<file path="src/hdl/awt_pkg.sv">
// Shared types and constants for the adaptive wavelet threshold block.
`timescale 1ns / 1ps

package awt_pkg;

	localparam int unsigned CFG_IDX_W  = 2;
	localparam int unsigned CFG_DATA_W = 15;

	typedef logic [CFG_IDX_W-1:0] cfg_idx_t;

	localparam cfg_idx_t CFG_SHIFT_K = 2'd0;
	localparam cfg_idx_t CFG_GAIN_C  = 2'd1;
	localparam cfg_idx_t CFG_MODE    = 2'd2;

	localparam logic MODE_SOFT = 1'b0;
	localparam logic MODE_HARD = 1'b1;

	localparam logic [3:0]  SHIFT_K_RESET = 4'd4;
	localparam logic [14:0] GAIN_C_RESET  = 15'd16384;

	// Load and clear strobes for one leaky integrator.
	typedef struct packed {
		logic load;
		logic clear;
	} acc_ctrl_t;

endpackage

</file>
<file path="src/hdl/awt_leaky.sv">
// Leaky integrator: saturating accumulator and its shifted average.
`timescale 1ns / 1ps

module awt_leaky (
	input  logic                clk,
	input  logic                arst_n,
	input  awt_pkg::acc_ctrl_t  ctrl,
	input  logic signed [15:0]  x,
	input  logic [3:0]          shift,
	output logic signed [31:0]  acc,
	output logic signed [15:0]  avg
);

	logic signed [31:0] acc_q;
	logic signed [31:0] acc_shr;
	logic signed [32:0] kept_w;
	logic signed [31:0] kept;
	logic signed [32:0] sum_w;
	logic signed [31:0] acc_next;

	always_comb begin
		acc_shr = acc_q >>> shift;
		kept_w  = {acc_q[31], acc_q} - {acc_shr[31], acc_shr};
		if (kept_w[32] != kept_w[31]) begin
			kept = kept_w[32] ? 32'sh8000_0000 : 32'sh7fff_ffff;
		end else begin
			kept = kept_w[31:0];
		end
		sum_w = {{17{x[15]}}, x} + {kept[31], kept};
		if (sum_w[32] != sum_w[31]) begin
			acc_next = sum_w[32] ? 32'sh8000_0000 : 32'sh7fff_ffff;
		end else begin
			acc_next = sum_w[31:0];
		end
	end

	always_ff @(posedge clk or negedge arst_n) begin
		if (!arst_n) begin
			acc_q <= '0;
		end else if (ctrl.load) begin
			acc_q <= ctrl.clear ? 32'sd0 : acc_next;
		end
	end

	// Average of the stored accumulator, clamped to 16 bits.
	always_comb begin
		if (acc_shr > 32'sd32767) begin
			avg = 16'sh7fff;
		end else if (acc_shr < -32'sd32768) begin
			avg = 16'sh8000;
		end else begin
			avg = acc_shr[15:0];
		end
	end

	assign acc = acc_q;

endmodule

</file>
<file path="src/hdl/adaptive_wavelet_threshold.sv">
// Adaptive wavelet threshold: top level with the sample pipeline and config registers.
// Takes one coefficient word per clock while in_ready is high and gives one result word per
// accepted word. Five register stages: the mean integrator, the deviation input, the deviation
// integrator, the gain multiply, and the shrink stage that feeds the output register. Each
// integrator closes its loop through its own accumulator register, which sets the
// one-word-per-clock rate. Stalls back up stage by stage, so empty stages keep taking words
// while a result waits at the output. Configuration writes are taken at once (cfg_ready stays
// high); write them only while the pipeline is empty.
`timescale 1ns / 1ps

module adaptive_wavelet_threshold (
	input  logic                                clk,
	input  logic                                arst_n,
	input  logic                                cfg_valid,
	output logic                                cfg_ready,
	input  logic [awt_pkg::CFG_IDX_W-1:0]       cfg_index,
	input  logic [awt_pkg::CFG_DATA_W-1:0]      cfg_data,
	input  logic                                in_valid,
	output logic                                in_ready,
	input  logic signed [15:0]                  sample,
	input  logic                                block_start,
	output logic                                out_valid,
	input  logic                                out_ready,
	output logic signed [15:0]                  result,
	output logic signed [15:0]                  threshold_used
);

	// Configuration registers
	logic [3:0]  shift_q;
	logic [14:0] gain_q;
	logic        mode_q;

	assign cfg_ready = 1'b1;

	always_ff @(posedge clk or negedge arst_n) begin
		if (!arst_n) begin
			shift_q <= awt_pkg::SHIFT_K_RESET;
			gain_q  <= awt_pkg::GAIN_C_RESET;
			mode_q  <= awt_pkg::MODE_SOFT;
		end else if (cfg_valid && cfg_ready) begin
			unique case (cfg_index)
				awt_pkg::CFG_SHIFT_K: shift_q <= cfg_data[3:0];
				awt_pkg::CFG_GAIN_C:  gain_q  <= cfg_data[14:0];
				awt_pkg::CFG_MODE:    mode_q  <= cfg_data[0];
				default: ;
			endcase
		end
	end

	// Stage valids and ready chain
	logic v_s1, v_s2, v_s3, v_s4;
	logic rdy1, rdy2, rdy3, rdy4, rdy5;

	assign rdy5     = !out_valid || out_ready;
	assign rdy4     = !v_s4 || rdy5;
	assign rdy3     = !v_s3 || rdy4;
	assign rdy2     = !v_s2 || rdy3;
	assign rdy1     = !v_s1 || rdy2;
	assign in_ready = rdy1;

	always_ff @(posedge clk or negedge arst_n) begin
		if (!arst_n) begin
			v_s1      <= 1'b0;
			v_s2      <= 1'b0;
			v_s3      <= 1'b0;
			v_s4      <= 1'b0;
			out_valid <= 1'b0;
		end else begin
			if (rdy1) v_s1 <= in_valid;
			if (rdy2) v_s2 <= v_s1;
			if (rdy3) v_s3 <= v_s2;
			if (rdy4) v_s4 <= v_s3;
			if (rdy5) out_valid <= v_s4;
		end
	end

	// Payload registers
	logic signed [15:0] x_s1, x_s2, x_s3, x_s4;
	logic               start_s1, start_s2;
	logic [14:0]        diff_s2;
	logic [14:0]        lambda_s4;

	// Mean integrator, updated as a word enters stage 1
	awt_pkg::acc_ctrl_t mean_ctrl;
	logic signed [31:0] mean_acc;
	logic signed [15:0] mean;

	assign mean_ctrl.load  = in_valid && in_ready;
	assign mean_ctrl.clear = block_start;

	awt_leaky u_mean (
		.clk    (clk),
		.arst_n (arst_n),
		.ctrl   (mean_ctrl),
		.x      (sample),
		.shift  (shift_q),
		.acc    (mean_acc),
		.avg    (mean)
	);

	// Distance from the mean, clamped to 15 bits
	logic signed [16:0] delta;
	logic [16:0]        dist_mag;
	logic [14:0]        diff_c;

	always_comb begin
		delta    = {x_s1[15], x_s1} - {mean[15], mean};
		dist_mag = delta[16] ? 17'(-delta) : 17'(delta);
		diff_c   = (dist_mag > 17'd32767) ? 15'h7fff : dist_mag[14:0];
	end

	// Deviation integrator, updated as a word enters stage 3
	awt_pkg::acc_ctrl_t dev_ctrl;
	logic signed [31:0] dev_acc;
	logic signed [15:0] dev;

	assign dev_ctrl.load  = v_s2 && rdy3;
	assign dev_ctrl.clear = start_s2;

	awt_leaky u_dev (
		.clk    (clk),
		.arst_n (arst_n),
		.ctrl   (dev_ctrl),
		.x      ({1'b0, diff_s2}),
		.shift  (shift_q),
		.acc    (dev_acc),
		.avg    (dev)
	);

	// Threshold: (dev * gain) >> 15, dev never negative
	logic [29:0] prod;

	assign prod = dev[14:0] * gain_q;

	// Shrink against the threshold
	logic signed [16:0] xe;
	logic [16:0]        mag;
	logic signed [17:0] excess;
	logic [16:0]        kept_mag;
	logic [16:0]        kept_neg;
	logic signed [15:0] res_c;

	always_comb begin
		xe       = {x_s4[15], x_s4};
		mag      = xe[16] ? 17'(-xe) : 17'(xe);
		excess   = $signed({1'b0, mag}) - $signed({3'b000, lambda_s4});
		kept_mag = excess[17] ? 17'd0 : excess[16:0];
		kept_neg = 17'(-kept_mag);
		unique case (mode_q)
			awt_pkg::MODE_HARD: res_c = (mag > {2'b00, lambda_s4}) ? x_s4 : 16'sd0;
			awt_pkg::MODE_SOFT: res_c = x_s4[15] ? kept_neg[15:0] : kept_mag[15:0];
			default:            res_c = x_s4;
		endcase
	end

	always_ff @(posedge clk) begin
		if (rdy1) begin
			x_s1     <= sample;
			start_s1 <= block_start;
		end
		if (rdy2) begin
			x_s2     <= x_s1;
			start_s2 <= start_s1;
			diff_s2  <= diff_c;
		end
		if (rdy3) begin
			x_s3 <= x_s2;
		end
		if (rdy4) begin
			x_s4      <= x_s3;
			lambda_s4 <= prod[29:15];
		end
		if (rdy5) begin
			result         <= res_c;
			threshold_used <= {1'b0, lambda_s4};
		end
	end

	// A block start leaves the mean integrator at zero
	a_mean_clear: assert property (@(posedge clk) disable iff (!arst_n)
		in_valid && in_ready && block_start |=> mean_acc == 32'sd0)
		else $error("mean accumulator not cleared on block start");

	// A block start reaching the deviation integrator leaves it at zero
	a_dev_clear: assert property (@(posedge clk) disable iff (!arst_n)
		v_s2 && rdy3 && start_s2 |=> dev_acc == 32'sd0)
		else $error("deviation accumulator not cleared on block start");

	// The deviation integrator only ever sums magnitudes
	a_dev_nonneg: assert property (@(posedge clk) disable iff (!arst_n)
		v_s4 |-> !dev_acc[31] && !dev[15])
		else $error("deviation went negative");

	// Input stalls only when every stage is full and the output is held
	a_stall_full: assert property (@(posedge clk) disable iff (!arst_n)
		!in_ready |-> v_s1 && v_s2 && v_s3 && v_s4 && out_valid && !out_ready)
		else $error("input stalled with a free stage");

endmodule
</file>
<file path="config.mk">
export PLATFORM = sky130hd
export DESIGN_NAME = adaptive_wavelet_threshold
export DESIGN_NICKNAME = d
export VERILOG_FILES = /design/src/hdl/awt_pkg.sv /design/src/hdl/awt_leaky.sv /design/src/hdl/adaptive_wavelet_threshold.sv
export SDC_FILE = /design/constraint.sdc
export NUM_CORES = 1
export LEC_CHECK = 0
export BUFFER_PORTS_ARGS = -buffer_cell sky130_fd_sc_hd__buf_2
export CAP_MARGIN = 5
export CORE_MARGIN = 2
export CORE_UTILIZATION = 30
export CTS_CLUSTER_DIAMETER = 100
export DETAILED_ROUTE_END_ITERATION = 10
export PLACE_DENSITY = 0.49
export SLEW_MARGIN = 20
export SYNTH_ARGS = -nofsm -noshare
export SYNTH_HDL_FRONTEND = slang
export SYNTH_HIERARCHICAL = 1
export SYNTH_SLANG_ARGS = --single-unit
</file>
<file path="constraint.sdc">
create_clock -name clk -period 7.95 [get_ports clk]
set_clock_uncertainty 0.1 [all_clocks]
set_input_delay 1.59 -clock clk [delete_from_list [all_inputs] [get_ports clk]]
set_output_delay 1.59 -clock clk [all_outputs]
set_load 0.02 [all_outputs]
</file>
==> results.md <==
- CTS tree: yes
- CP max FO: 8
- Die height: between 300 and 400 µm
- IO buf count: 71
- Most used cell, CP: inv_1
- First-pass GRT wire length: 131000 µm
- Bufs on Longest Clock Path: 3
- Diode count: 0
- Slew @ Worst Pin: roughly 1.0 ns
- Drt wl/cell: 18.2 µm
- Max-slew headroom: between 30% and 40%
- Grt total ovfl: 0
- Syn_area_per_cell: 9.10 µm²
- CP Capture Type: flip-flop
- Final ANT Viol Nets: 0
- R2R Path Start: shift_q[0]
- Syn. warnings: 6
- Core footprint: 91400 µm²
- Gr usage total: 17.4%
- Layout Nets: 3854
- Critical path endpoint: lambda_s4[14]
- Final worst slack: -0.260 ns
- Clock-pin slew on the worst setup and hold paths: 0.06 ns
- Met3 Track Usage GR: 1.59%
- Final period util: 103%
- TNS Setup: -1.03 ns
- Total clock sinks: 216
- Vias in the first global route: approximately 24000
- R2R setup slack: -0.26 ns
- Synth Cell Area: 27500 µm²
- TritonRoute pass-1 iters: 5
- Routability cong.: 0.853
- CP max-delay cell: mux4_2
- Startpoint Class: flip-flop
- Initial antenna violation count: 2
- Global-route met1 utilization: a little under a quarter
- DP HPWL: 66300 µm
- CTS Buf Count: 30
- Failing checks: setup timing
- Cell Rows: 111
- R2r endpoint: lambda_s4[14]
- Outcome: finished with violations
- Clk root buf: clkbuf_16
- Min-delay worst type: flip-flop to flip-flop
- Gr busiest metal: met2
- Min Clock Period, post-route: 8.21 ns
- Drt drc: 0
- Worst Reg-to-Reg Cells: 33
- RSZ-0062 raised after global routing: yes
- # Max-Cap Violations: 0
- Most frequent cells in the layout: 339 x buf_4, 293 x inv_1, 275 x nand2_1, 238 x ha_1, 184 x a21oi_1
- Routed WL: 83600 µm
- Fin. max-slew vios: 0
- Area of the multi-input gates: 20300 µm²
- CP Launch Point: shift_q[0]
- Synth Instances: 3026
- Die Area: 94200 µm²
- Slowest stage delay, CP: 0.54 ns
- Final setup violation count: 8
- Grt met2 use: 30.1%
- Via density: 5.06
- Initial Utilization: 30.1%
- Routed vias: 23300
- Worst skew pair latency: 0.61 ns
- # hold bufs at CTS: 0
- Initial DRC Count: ~1300
- Worst hold slack: 0.316 ns
- Final Hold Viols: 0
- Die W: between 300 and 400 µm
- Critical Path RT: 8.21 ns
- Highest clock rate: 122 MHz
- Max H-tree Level: 1
- WS Path Type: flip-flop to flip-flop
- # fillers: 9408
- Pin count of the biggest net entering global routing: between 50 and 60
- Area grow syn2layout: 22.4%
- Utilization after layout: between 30% and 40%
- Ratio of cells with drive above 1 in the final layout: 23.6%
- Io pins: 74
- Most common cell after layout, fill and taps aside: buf_4
- Arr. time, crit path: approximately 8.5 ns
- Register Area: ~6000 µm²
==> worst max-delay path: cells and delay by family, from the launching register on <==
family	cells	cell delay (ns)
AO/OA/AOI/OAI	10	2.41
XOR/XNOR	1	0.08
adder cells (fa/ha/maj)	7	2.70
buffers and inverters	10	1.04
flip-flops	1	0.51
multiplexers	2	0.75
AND/OR/NAND/NOR	3	0.36
==> routing by layer <==
metal / up-vias / part of all wire [%]
met5: - / 0
met4: 0 / 2.4
met3: 90 / 3.5
met2: 383 / 48
met1: 11300 / 47
li1: 11500 / -
==> state kept, by name (all words and copies together) (netlist names) <==
name and count:
u_dev/acc 32, u_mean/acc 32, result 16, x_s1 16, x_s2 16, x_s3 16, x_s4 16, diff_s2 15
gain_q 15, lambda_s4 15, threshold_used 15, shift_q 4, mode_q 1, out_valid 1, start_s1 1, start_s2 1
v_s1 1, v_s2 1, v_s3 1, v_s4 1
==> final cells by class <==
class	count	area share [%]
multi-input combinational	2380	60.4
timing repair buffer	452	10.8
tap	1186	4.40
inverter	312	3.48
clock inverter	20	0.698
sequential	216	18.0
clock buffer	36	2.29
==> stage by stage <==
| stage | area [µm²] | worst slack [ns] | instances |
|---|---|---|---|
| global route | 33700 | -0.500 | 4602 |
| finish | 33700 | -0.260 | 4602 |
| floorplan | 27800 | -0.0865 | 3043 |
| detailed placement | 31600 | -0.505 | 4506 |
| global placement | 31600 | -0.477 | 4506 |
| CTS | 33000 | -0.236 | 4583 |
==> what timing repair did <==
item                                    4_1_cts  5_1_grt
pin swaps                                    15       59
gates resized for setup                      45      105
setup buffers                                18       16
endpoints found under the setup margin       72       77
cloned                                        3        4
==> how the worst min path moves through the flow <==
stage / from / slack [ns] / end / cells after the start
finish: x_s3[12] / 0.32 / x_s4[12] / 0
floorplan: start_s1 / 0.30 / start_s2 / 0
detailed placement: start_s1 / 0.30 / start_s2 / 0
global route: x_s3[14] / 0.33 / x_s4[14] / 0
global placement: x_s2[1] / 0.30 / x_s3[1] / 0
CTS: x_s2[13] / 0.32 / x_s3[13] / 0
Power is not shown: default switching activity piles up to over one toggle a cycle in this logic, so the estimate is an artifact.
